### src/rtl/core/hsd_pkg.sv
// Shared types and constants for the heading steer duty block.
package hsd_pkg;

  localparam int AngleW = 15;
  localparam int DutyW  = 12;
  localparam int GainW  = 16;
  localparam int ErrW   = 17;
  localparam int CorrW  = 33;
  localparam int SumW   = 34;
  localparam int FracW  = 14;
  localparam int QW     = SumW - FracW;
  localparam int CfgIdxW = 2;
  localparam int CfgDataW = 16;

  typedef logic signed [AngleW-1:0] angle_t;
  typedef logic        [DutyW-1:0]  duty_t;
  typedef logic        [GainW-1:0]  gain_t;
  typedef logic signed [ErrW-1:0]   err_t;
  typedef logic signed [CorrW-1:0]  corr_t;

  // Register indexes on the configuration port
  localparam logic [CfgIdxW-1:0] CFG_BASE_LEFT  = 2'd0;
  localparam logic [CfgIdxW-1:0] CFG_BASE_RIGHT = 2'd1;
  localparam logic [CfgIdxW-1:0] CFG_STEER_GAIN = 2'd2;

  localparam duty_t DUTY_MAX        = 12'd4000;
  localparam duty_t BASE_DUTY_RESET = 12'd2000;
  localparam gain_t GAIN_RESET      = 16'd5120;

  // Heading constants in 1/64 degree
  localparam err_t HALF_TURN = 17'sd11520;
  localparam err_t FULL_TURN = 17'sd23040;
  localparam logic [ErrW-1:0] SMALL_ERR = 17'd192;
  localparam logic [ErrW-1:0] MID_ERR   = 17'd640;

  typedef struct packed {
    logic vld;
    err_t err;
  } err_word_t;

  typedef struct packed {
    logic  vld;
    corr_t corr;
  } corr_word_t;

endpackage

### src/rtl/core/hsd_in_if.sv
// Input channel: target heading and measured yaw word.
interface hsd_in_if import hsd_pkg::*; ();
  logic   valid;
  logic   ready;
  angle_t target_angle;
  angle_t current_yaw;

  modport source (output valid, output target_angle, output current_yaw, input ready);
  modport sink   (input valid, input target_angle, input current_yaw, output ready);
endinterface

### src/rtl/core/hsd_out_if.sv
// Output channel: left and right wheel duty word.
interface hsd_out_if import hsd_pkg::*; ();
  logic  valid;
  logic  ready;
  duty_t duty_left;
  duty_t duty_right;

  modport source (output valid, output duty_left, output duty_right, input ready);
  modport sink   (input valid, input duty_left, input duty_right, output ready);
endinterface

### src/rtl/core/hsd_err.sv
// Error stages: heading difference, then small-error scaling and 360 degree wrap.
module hsd_err import hsd_pkg::*; (
  input  logic      clk_i,
  input  logic      rst_ni,
  input  logic      vld_i,
  input  angle_t    target_i,
  input  angle_t    yaw_i,
  output logic      up_rdy_o,
  input  logic      down_rdy_i,
  output err_word_t err_o
);

  logic   s1_vld_q, s1_vld_d;
  err_t   s1_err_q, s1_err_d;
  logic   s1_pn_q, s1_pn_d;   // target positive, yaw negative
  logic   s1_np_q, s1_np_d;   // target negative, yaw positive
  logic   s2_vld_q, s2_vld_d;
  err_t   s2_err_q, s2_err_d;
  logic   s1_en, s2_en;
  angle_t yaw_adj;
  logic [ErrW-1:0] mag;
  err_t   scaled;

  assign s2_en    = !s2_vld_q || down_rdy_i;
  assign s1_en    = !s1_vld_q || s2_en;
  assign up_rdy_o = s1_en;

  // Stage 1: zero yaw counts as one LSB
  always_comb begin
    yaw_adj  = (yaw_i == '0) ? angle_t'(1) : yaw_i;
    s1_err_d = err_t'(target_i) - err_t'(yaw_adj);
    s1_pn_d  = !target_i[AngleW-1] && (target_i != '0) && yaw_adj[AngleW-1];
    s1_np_d  = target_i[AngleW-1] && !yaw_adj[AngleW-1];
    s1_vld_d = s1_en ? vld_i : s1_vld_q;
  end

  // Stage 2: scale, then wrap
  always_comb begin
    mag = s1_err_q[ErrW-1] ? ErrW'(-s1_err_q) : ErrW'(s1_err_q);
    if (mag < SMALL_ERR) begin
      scaled = (s1_err_q <<< 2) + s1_err_q;
    end else if (mag < MID_ERR) begin
      scaled = s1_err_q <<< 2;
    end else begin
      scaled = s1_err_q;
    end
    s2_err_d = scaled;
    if (s1_pn_q && (scaled > HALF_TURN)) begin
      s2_err_d = scaled - FULL_TURN;
    end else if (s1_np_q && (scaled < -HALF_TURN)) begin
      s2_err_d = scaled + FULL_TURN;
    end
    s2_vld_d = s2_en ? s1_vld_q : s2_vld_q;
  end

  always_ff @(posedge clk_i or negedge rst_ni) begin
    if (!rst_ni) begin
      s1_vld_q <= 1'b0;
      s2_vld_q <= 1'b0;
    end else begin
      s1_vld_q <= s1_vld_d;
      s2_vld_q <= s2_vld_d;
    end
  end

  always_ff @(posedge clk_i) begin
    if (s1_en) begin
      s1_err_q <= s1_err_d;
      s1_pn_q  <= s1_pn_d;
      s1_np_q  <= s1_np_d;
    end
    if (s2_en) begin
      s2_err_q <= s2_err_d;
    end
  end

  assign err_o.vld = s2_vld_q;
  assign err_o.err = s2_err_q;

endmodule

### src/rtl/core/hsd_mul.sv
// Multiply stage: scaled error times the unsigned Q2.14 steering gain.
module hsd_mul import hsd_pkg::*; (
  input  logic       clk_i,
  input  logic       rst_ni,
  input  err_word_t  err_i,
  input  gain_t      gain_i,
  output logic       up_rdy_o,
  input  logic       down_rdy_i,
  output corr_word_t corr_o
);

  logic  vld_q, vld_d;
  corr_t corr_q, corr_d;
  logic  en;
  logic signed [ErrW*2-1:0] prod;

  assign en       = !vld_q || down_rdy_i;
  assign up_rdy_o = en;

  always_comb begin
    prod   = err_i.err * $signed({1'b0, gain_i});
    corr_d = prod[CorrW-1:0];
    vld_d  = en ? err_i.vld : vld_q;
  end

  always_ff @(posedge clk_i or negedge rst_ni) begin
    if (!rst_ni) begin
      vld_q <= 1'b0;
    end else begin
      vld_q <= vld_d;
    end
  end

  always_ff @(posedge clk_i) begin
    if (en) begin
      corr_q <= corr_d;
    end
  end

  assign corr_o.vld  = vld_q;
  assign corr_o.corr = corr_q;

endmodule

### src/rtl/core/hsd_duty.sv
// Duty stage: left base minus, right base plus correction; floor, clamp and hold.
module hsd_duty import hsd_pkg::*; (
  input  logic       clk_i,
  input  logic       rst_ni,
  input  corr_word_t corr_i,
  input  duty_t      base_l_i,
  input  duty_t      base_r_i,
  output logic       up_rdy_o,
  output logic       vld_o,
  input  logic       down_rdy_i,
  output duty_t      duty_l_o,
  output duty_t      duty_r_o
);

  logic  vld_q, vld_d;
  duty_t duty_l_q, duty_l_d;
  duty_t duty_r_q, duty_r_d;
  logic  en;
  logic signed [SumW-1:0] sum_l, sum_r, corr_x;

  assign en       = !vld_q || down_rdy_i;
  assign up_rdy_o = en;

  function automatic duty_t floor_clamp(logic signed [SumW-1:0] num);
    logic signed [QW-1:0] q;
    q = QW'(num >>> FracW);   // arithmetic shift floors
    if (q[QW-1]) begin
      return '0;
    end else if (q > $signed({{(QW-DutyW){1'b0}}, DUTY_MAX})) begin
      return DUTY_MAX;
    end else begin
      return q[DutyW-1:0];
    end
  endfunction

  always_comb begin
    corr_x   = SumW'(corr_i.corr);
    sum_l    = $signed({{(SumW-DutyW-FracW){1'b0}}, base_l_i, {FracW{1'b0}}}) - corr_x;
    sum_r    = $signed({{(SumW-DutyW-FracW){1'b0}}, base_r_i, {FracW{1'b0}}}) + corr_x;
    duty_l_d = floor_clamp(sum_l);
    duty_r_d = floor_clamp(sum_r);
    vld_d    = en ? corr_i.vld : vld_q;
  end

  always_ff @(posedge clk_i or negedge rst_ni) begin
    if (!rst_ni) begin
      vld_q <= 1'b0;
    end else begin
      vld_q <= vld_d;
    end
  end

  always_ff @(posedge clk_i) begin
    if (en) begin
      duty_l_q <= duty_l_d;
      duty_r_q <= duty_r_d;
    end
  end

  assign vld_o    = vld_q;
  assign duty_l_o = duty_l_q;
  assign duty_r_o = duty_r_q;

endmodule

### src/rtl/core/heading_steer_duty.sv
// Top level of the proportional heading controller for two wheel duties.
//
//   channel  dir  word contents                      handshake
//   in_i     in   target_angle, current_yaw (s15)    valid/ready
//   out_o    out  duty_left, duty_right (u12)        valid/ready
//   cfg      in   cfg_we_i, cfg_idx_i, cfg_wdata_i   write enable only
//
// Four register stages: error, scale and wrap, multiply, duty and clamp.
// One word enters per cycle while out_o does not stall; each result leaves
// from the duty and clamp register. The single multiplier sits alone
// in its stage. Reset clears the stage valid bits and loads the default
// bases and gain. A stall on out_o holds each stage that is full and
// lets empty stages fill, so nothing is dropped or repeated.
module heading_steer_duty import hsd_pkg::*; (
  input  logic                clk_i,
  input  logic                rst_ni,
  hsd_in_if.sink              in_i,
  hsd_out_if.source           out_o,
  input  logic                cfg_we_i,
  input  logic [CfgIdxW-1:0]  cfg_idx_i,
  input  logic [CfgDataW-1:0] cfg_wdata_i
);

  // Configuration registers; the user must write them only while the pipe is empty, the block does not enforce it
  duty_t base_l_q, base_l_d;
  duty_t base_r_q, base_r_d;
  gain_t gain_q, gain_d;

  err_word_t  err_w;
  corr_word_t corr_w;
  logic       mul_rdy;
  logic       duty_rdy;

  always_comb begin
    base_l_d = base_l_q;
    base_r_d = base_r_q;
    gain_d   = gain_q;
    if (cfg_we_i) begin
      case (cfg_idx_i)
        CFG_BASE_LEFT:  base_l_d = cfg_wdata_i[DutyW-1:0];
        CFG_BASE_RIGHT: base_r_d = cfg_wdata_i[DutyW-1:0];
        CFG_STEER_GAIN: gain_d   = cfg_wdata_i[GainW-1:0];
        default: ;      // unknown index: drop the write
      endcase
    end
  end

  always_ff @(posedge clk_i or negedge rst_ni) begin
    if (!rst_ni) begin
      base_l_q <= BASE_DUTY_RESET;
      base_r_q <= BASE_DUTY_RESET;
      gain_q   <= GAIN_RESET;
    end else begin
      base_l_q <= base_l_d;
      base_r_q <= base_r_d;
      gain_q   <= gain_d;
    end
  end

  // Stages one and two: heading error, scaling and wrap
  hsd_err u_err (
    .clk_i      (clk_i),
    .rst_ni     (rst_ni),
    .vld_i      (in_i.valid),
    .target_i   (in_i.target_angle),
    .yaw_i      (in_i.current_yaw),
    .up_rdy_o   (in_i.ready),
    .down_rdy_i (mul_rdy),
    .err_o      (err_w)
  );

  // Stage three: gain multiply
  hsd_mul u_mul (
    .clk_i      (clk_i),
    .rst_ni     (rst_ni),
    .err_i      (err_w),
    .gain_i     (gain_q),
    .up_rdy_o   (mul_rdy),
    .down_rdy_i (duty_rdy),
    .corr_o     (corr_w)
  );

  // Stage four: base plus or minus correction, floor, clamp; drives out_o
  hsd_duty u_duty (
    .clk_i      (clk_i),
    .rst_ni     (rst_ni),
    .corr_i     (corr_w),
    .base_l_i   (base_l_q),
    .base_r_i   (base_r_q),
    .up_rdy_o   (duty_rdy),
    .vld_o      (out_o.valid),
    .down_rdy_i (out_o.ready),
    .duty_l_o   (out_o.duty_left),
    .duty_r_o   (out_o.duty_right)
  );

  // Clamp keeps both duties in range
  a_duty_range: assert property (@(posedge clk_i) disable iff (!rst_ni)
    out_o.valid |-> (out_o.duty_left <= DUTY_MAX) && (out_o.duty_right <= DUTY_MAX))
    else $error("duty out of range");

  // A stalled error word holds until the multiply stage takes it
  a_err_hold: assert property (@(posedge clk_i) disable iff (!rst_ni)
    err_w.vld && !mul_rdy |=> err_w.vld && $stable(err_w.err))
    else $error("error word lost under stall");

  // A stalled correction word holds until the duty stage takes it
  a_corr_hold: assert property (@(posedge clk_i) disable iff (!rst_ni)
    corr_w.vld && !duty_rdy |=> corr_w.vld && $stable(corr_w.corr))
    else $error("correction word lost under stall");

  // With zero gain the duties are the clamped bases
  a_zero_gain: assert property (@(posedge clk_i) disable iff (!rst_ni)
    corr_w.vld && duty_rdy && (gain_q == '0) && !cfg_we_i |=>
      out_o.valid &&
      (out_o.duty_left == ((base_l_q > DUTY_MAX) ? DUTY_MAX : base_l_q)) &&
      (out_o.duty_right == ((base_r_q > DUTY_MAX) ? DUTY_MAX : base_r_q)))
    else $error("zero gain does not pass bases");

endmodule
### src/flat_wrapper.sv
// flat-port wrapper written by rule: the top's interface ports become plain ports
module heading_steer_duty_flat import hsd_pkg::*;
  (clk_i, rst_ni, cfg_we_i, cfg_idx_i, cfg_wdata_i, in_i_valid, in_i_target_angle, in_i_current_yaw, in_i_ready, out_o_valid, out_o_duty_left, out_o_duty_right, out_o_ready);
  hsd_in_if in_i_i ();
  hsd_out_if out_o_i ();
  input  logic clk_i;
  input  logic rst_ni;
  input  logic cfg_we_i;
  input  logic [CfgIdxW-1:0] cfg_idx_i;
  input  logic [CfgDataW-1:0] cfg_wdata_i;
  input wire logic [$bits(in_i_i.valid)-1:0] in_i_valid;
  input wire logic [$bits(in_i_i.target_angle)-1:0] in_i_target_angle;
  input wire logic [$bits(in_i_i.current_yaw)-1:0] in_i_current_yaw;
  output wire logic [$bits(in_i_i.ready)-1:0] in_i_ready;
  output wire logic [$bits(out_o_i.valid)-1:0] out_o_valid;
  output wire logic [$bits(out_o_i.duty_left)-1:0] out_o_duty_left;
  output wire logic [$bits(out_o_i.duty_right)-1:0] out_o_duty_right;
  input wire logic [$bits(out_o_i.ready)-1:0] out_o_ready;
  assign in_i_i.valid = in_i_valid;
  assign in_i_i.target_angle = in_i_target_angle;
  assign in_i_i.current_yaw = in_i_current_yaw;
  assign in_i_ready = in_i_i.ready;
  assign out_o_valid = out_o_i.valid;
  assign out_o_duty_left = out_o_i.duty_left;
  assign out_o_duty_right = out_o_i.duty_right;
  assign out_o_i.ready = out_o_ready;
  heading_steer_duty u_core (.clk_i(clk_i), .rst_ni(rst_ni), .in_i(in_i_i), .out_o(out_o_i), .cfg_we_i(cfg_we_i), .cfg_idx_i(cfg_idx_i), .cfg_wdata_i(cfg_wdata_i));
endmodule
### config.mk
export PLATFORM = sky130hd
export DESIGN_NAME = heading_steer_duty_flat
export DESIGN_NICKNAME = d
export VERILOG_FILES = /design/src/rtl/core/hsd_pkg.sv /design/src/rtl/core/hsd_in_if.sv /design/src/rtl/core/hsd_out_if.sv /design/src/rtl/core/hsd_err.sv /design/src/rtl/core/hsd_mul.sv /design/src/rtl/core/hsd_duty.sv /design/src/rtl/core/heading_steer_duty.sv /design/src/flat_wrapper.sv
export SDC_FILE = /design/constraint.sdc
export NUM_CORES = 1
export LEC_CHECK = 0
export ABC_AREA = 1
export BUFFER_PORTS_ARGS = -buffer_cell sky130_fd_sc_hd__buf_4
export CORE_MARGIN = 4
export CORE_UTILIZATION = 40
export CTS_CLUSTER_DIAMETER = 40
export CTS_CLUSTER_SIZE = 12
export DETAILED_ROUTE_END_ITERATION = 12
export PLACE_DENSITY = 0.63
export SLEW_MARGIN = 20
export SYNTH_ARGS = -nofsm -noshare
export SYNTH_HDL_FRONTEND = slang
export SYNTH_HIERARCHICAL = 1
export SYNTH_SLANG_ARGS = --single-unit
### constraint.sdc
create_clock -name clk_i -period 9.5 [get_ports clk_i]
set_input_delay 0.95 -clock clk_i [delete_from_list [all_inputs] [get_ports clk_i]]
set_output_delay 0.95 -clock clk_i [all_outputs]
set_load 0.01 [all_outputs]
## Word-level counts from Yosys, hierarchy flattened

Cells that the tools add are included.

- $add $sub $neg: 7
- Multipliers: 1
- Magnitude comparators: 6
- Equal/unequal tests: 2
- Mux-type cells: 8
- Reduce and logical (&&, ||, !) cells: 23

Operator list:

| cell | number |
|---|---|
| $mux 17 | 5 |
| $gt 20x13->1 const B | 2 |
| $add 27x33->34 | 1 |
| $sub 27x33->34 | 1 |
| $mul 17x17->33 | 1 |
| $mux 12 | 2 |
| $add 17x16->17 const B | 1 |
| $add 17x17->17 | 1 |
| $gt 17x15->1 const B | 1 |
| $lt 17x10->1 const B | 1 |
| $lt 17x15->1 const B | 1 |
| $lt 17x8->1 const B | 1 |
| $neg 17->17 | 1 |
| $sub 17x16->17 const B | 1 |
| $sub 15x15->16 | 1 |
| $logic_not 15->1 | 1 |
| $mux 15 | 1 |
| $reduce_bool 15->1 | 1 |
| $logic_not 1->1 | 6 |
| $reduce_and 2->1 | 3 |
| $logic_and 1x1->1 | 5 |
| $logic_or 1x1->1 | 4 |
| $reduce_or 2->1 | 2 |
| $eq 2x1->1 const B | 1 |
| 2 further kinds | 2 |

- Register bits: 137
- Input bits: 53

## Longest topological paths before layout

- Word-level depth: 9
- Depth in mapped cells: 28

## Modules after synthesis

The synthesis kept the hierarchy.

Modules (own cells, without submodules):

| module | times used | cells an instance | area each (µm²) | sequential area each (µm²) |
|---|---|---|---|---|
| hsd_mul | 1 | 1615 | 12512.0 | 1016.0 |
| hsd_err | 1 | 575 | 4112.7 | 1101.1 |
| hsd_duty | 1 | 650 | 3604.7 | 745.7 |
| heading_steer_duty | 1 | 180 | 1679.1 | 1018.5 |

## Worst setup path before layout

No wires, ideal clock.

- Path kind: flip-flop to flip-flop
- From: reg u_core.gain_q[4]
- To: reg u_core.u_mul.corr_q[32], data pin
- Library setup time: 0.252 ns
- Data arrival time: 5.702 ns
- Path slack: 3.546 ns
- Stages on the path, launching flop included: 23
- Buffers on the path: 2
- Clock period less this slack: 5.954 ns
- Cell sequence: dfrtp_1 -> clkbuf_1 -> clkbuf_1 -> nand2_1 -> fa_1 -> inv_1 -> fa_1 -> inv_1 -> fa_1 -> fa_1 -> fa_1 -> fa_1 -> inv_1 -> ha_1 -> nand2_1 -> nor2_1 -> nand2_1 -> nor3_1 -> nand2_1 -> inv_1 -> nor2_1 -> nand2_1 -> nand2_1

- Longest elaborated chain between the ends: 1

RTL lines:

| item | RTL line | source |
|---|---|---|
| start: declaration | heading_steer_duty.sv:27 | `gain_t gain_q, gain_d;` |
| start signal: assignment | heading_steer_duty.sv:56 | `gain_q <= gain_d;` |
| $mul 17x17->33 | hsd_mul.sv:21 | `prod = err_i.err * $signed({1'b0, gain_i});` |
| named net u_core.u_mul.prod[32] | hsd_mul.sv:15 | `logic signed [ErrW*2-1:0] prod;` |
| end signal: assignment | hsd_mul.sv:36 | `corr_q <= corr_d;` |
| end: declaration | hsd_mul.sv:13 | `corr_t corr_q, corr_d;` |

The timed path passes the listed nets, and every way through them passes these cells.
A chain may end at the register's enable or synchronous reset.

## Worst setup path in the final report

- From: reg u_core.gain_q[2]
- To: reg u_core.u_mul.corr_q[32], data pin

Same word-level chain as after synthesis.

==> metrics.csv <==
stage,metric,value,unit
status,status,finished clean,
clocking,htree_levels,4,
timing,slew_headroom,0.362,
worst_setup_path,crit_type,reg2reg,
synth,syn_area,0.0219,sq mm
min_path,hold_path.class,reg2reg,
flow_run,drv_cap,0,
worst_setup_path,r2r_setup_slack,2960,ps
drt,drt-vias-per-instance,4.84,
synth,synth_cells,3020,
synth,synth_flop_cell,edfxtp_1,
die,io_pins,79,
timing,fmax,153,MHz
placement,dpl.hpwl,45900,um
min_path,min_from,u_core/base_l_q[10]$_DFFE_PN1P_,
die,die_w,242,um
worst_setup_path,r2r_cells,20,
synth,synth-seq-cells,136,
die,core.rowCount,85,
clocking,cts.reportedPaths.clkPinSlew,70,ps
die,start_util,0.406,
worst_setup_path,crit_path_start_kind,flip-flop,
drt,antenna_left,0,
worst_setup_path,r2r_start,u_core/gain_q[2]$_DFFE_PN0P_,
clocking,cts_hold_buf,0,
worst_setup_path,crit_required,9730,ps
timing,period_minus_slack,6540,ps
clocking,clk_latency,480,ps
clocking,cts_sinks,136,
drt,first_pass_iters,6,
clocking,cts_root_buffer,clkbuf_16,
worst_setup_path,cp.arrival,6770,ps
placement,io_buffers,78,
cells_and_area,fillers,5540,
drt,num_vias,18100,
synth,ys_seq_area_frac,0.177,
drt,post-route-drc-count,0,
cells_and_area,synthToLayoutAreaGrowth,7.70,%
drt,drtIter0Drc,1079,
timing,hold_viol,0,
synth,ys.warnings.count,6,
worst_setup_path,r2r-end,u_core/u_mul/corr_q[32]$_DFFE_PP_,
synth,ys_async_sr_fraction,0.324,
synth,ys_types,54,
drt,post_drt_wl_per_cell,15.0,um
die,dieArea,0.0586,sq mm
grt,grt_max_degree,45,
grt,antenna_found_initial,0,
cells_and_area,final_nets,3503,
timing,drv_slew,0,
timing,rsz0062_at_grt,no,
synth,avgSynthCellArea,7.25,sq um
timing,clock_skew,11.1,ps
clocking,numCtsBuffers,17,
min_path,min_path_cells,2,
cells_and_area,antenna_cells,0,
grt,grt_pass1_vias,18300,
cells_and_area,drive_gt1_frac,0.0761,
timing,fin_tns_setup,0,ps
drt,totalWireLength,56200,um
grt,grt_usage,0.196,
timing,setup_viol,0,
worst_setup_path,critical_path_peak_fanout,18,
timing,worstMarginPinSlew,957,ps
placement,gp_congestion,0.908,
worst_setup_path,crit_path_end_kind,flip-flop,
die,die_h,242,um
clocking,cts_buffer_depth,2,
synth,syn_nets,3489,
min_path,holdPathEnd,u_core/base_l_q[10]$_DFFE_PN1P_,
clocking,cts-resized-gates,0,
clocking,cts_tree,yes,
die,core,0.0540,sq mm
timing,finalCritPeriodShare,0.688,
grt,grt_pass1_wl,92800,um
grt,overflow,0,
synth,synth-edff-count,92,
clocking,cts_setup_buffers,0,
[cell families (layout without fill, tap and decap cells)]
| logic type | Yosys count | count (layout) | share of synthesized area |
|---|---|---|---|
| and+or+nand+nor | 1432 | 1432 | 0.283 |
| buffers and inverters | 831 | 858 | 0.146 |
| adders and majority gates | 416 | 416 | 0.332 |
| DFF | 136 | 136 | 0.177 |
| xor gates and xnor gates | 58 | 58 | 0.0232 |
| AOI/OAI and AO/OA | 147 | 147 | 0.0389 |
[cells in the final DEF (no fill, tap or decap), types with 5 or more instances in the layout]
cell	instances
nand2_1	952
inv_1	731
fa_1	277
nor2_1	161
ha_1	139
nand3_1	130
edfxtp_1	92
buf_4	85
a21oi_1	85
nand4_1	67
xor2_1	42
dfrtp_1	30
o21ai_0	26
nand2_2	25
nor2_2	20
clkbuf_16	17
xnor2_1	16
nand3b_1	15
dfstp_2	14
nor3_1	12
inv_2	9
nand3_2	9
o21bai_1	8
nor2_4	7
nand2_4	6
and2_1	5
or2_2	5
[final cells by class]
class | instances | area (sq um) | share of cell area
sequential | 136 | 3880 | 0.164
inverter | 741 | 2780 | 0.118
timing repair buffer | 85 | 638 | 0.0270
multi-input combinational | 2053 | 14800 | 0.629
tap | 696 | 871 | 0.0369
clock inverter | 15 | 160 | 0.00679
clock buffer | 17 | 425 | 0.0180
[state kept, by name, summed over array words and instances, names as in the netlist]
register	count
u_core/u_mul/corr_q	33
u_core/u_err/s2_err_q	17
u_core/gain_q	16
u_core/u_err/s1_err_q	16
u_core/base_l_q	12
u_core/base_r_q	12
u_core/u_duty/duty_l_o	12
u_core/u_duty/duty_r_o	12
u_core/u_duty/vld_o	1
u_core/u_err/s1_np_q	1
u_core/u_err/s1_pn_q	1
u_core/u_err/s1_vld_q	1
u_core/u_err/s2_vld_q	1
u_core/u_mul/vld_q	1
[how the worst max path moves through the flow]
| stage | start | end | slack (ps) | cells after the start |
|---|---|---|---|---|
| 2_1_floorplan | u_core/gain_q[4]$_DFFE_PN0P_ | u_core/u_mul/corr_q[32]$_DFFE_PP_ | 3550 | 22 |
| 3_3_place_gp | u_core/gain_q[3]$_DFFE_PN0P_ | u_core/u_mul/corr_q[32]$_DFFE_PP_ | 3070 | 20 |
| 3_5_place_dp | u_core/gain_q[3]$_DFFE_PN0P_ | u_core/u_mul/corr_q[32]$_DFFE_PP_ | 2980 | 20 |
| 4_1_cts | u_core/gain_q[2]$_DFFE_PN0P_ | u_core/u_mul/corr_q[32]$_DFFE_PP_ | 2960 | 20 |
| 5_1_grt | u_core/gain_q[3]$_DFFE_PN0P_ | u_core/u_mul/corr_q[32]$_DFFE_PP_ | 2520 | 20 |
| 6_report | u_core/gain_q[2]$_DFFE_PN0P_ | u_core/u_mul/corr_q[32]$_DFFE_PP_ | 2960 | 20 |
[layer usage]
| layer | wire length, um | share of wire | up-vias | track usage |
|---|---|---|---|---|
| li1 | - | - | 9051 | - |
| met1 | 24800 | 0.44 | 8551 | 0.251 |
| met2 | 27100 | 0.48 | 402 | 0.338 |
| met3 | 2600 | 0.046 | 108 | 0.0329 |
| met4 | 1750 | 0.031 | 0 | 0.0681 |
| met5 | 0 | 0 | - | 0 |
[per-stage QoR]
stage / utilization / hold slack, ps / std cells / setup WS (ps) / cell area (sq um)
3_5_place_dp: 0.426 / 454 / 3711 / 2980 / 23000
2_1_floorplan: - / 435 / 3020 / 3550 / 21900
3_3_place_gp: 0.426 / 446 / 3711 / 3070 / 23000
5_1_grt: 0.437 / 483 / 3743 / 2520 / 23600
4_1_cts: 0.437 / 466 / 3743 / 2960 / 23600
6_report: 0.437 / 466 / 3743 / 2960 / 23600
[synth_stat cells, drive strengths merged, types with 30 or more instances]
| library cell | count | share of area |
|---|---|---|
| fa | 277 | 0.25 |
| nand4 | 68 | 0.020 |
| xor2 | 42 | 0.017 |
| nand2 | 983 | 0.17 |
| nor2 | 189 | 0.038 |
| o21ai | 33 | 0.0086 |
| clkbuf | 67 | 0.011 |
| edfxtp | 92 | 0.13 |
| a21oi | 88 | 0.021 |
| nand3 | 143 | 0.037 |
| ha | 139 | 0.079 |
| dfrtp | 30 | 0.034 |
| inv | 740 | 0.13 |
[worst max-delay path: stages, from the launching register on]
cell	delay, ps
dfrtp_1	840
nand2_1	210
fa_1	720
inv_1	150
fa_1	930
inv_1	130
fa_1	540
fa_1	440
fa_1	520
fa_1	550
inv_1	40
ha_1	360
nand2_1	140
nor2_1	210
nand2_1	100
nor3_1	130
nand2_1	80
inv_1	50
nor2_1	30
nand2_1	50
nand2_1	40
Power is left out: the tool's default activity adds up to more than one toggle a clock period on the data nets, which glitch-free logic cannot reach.
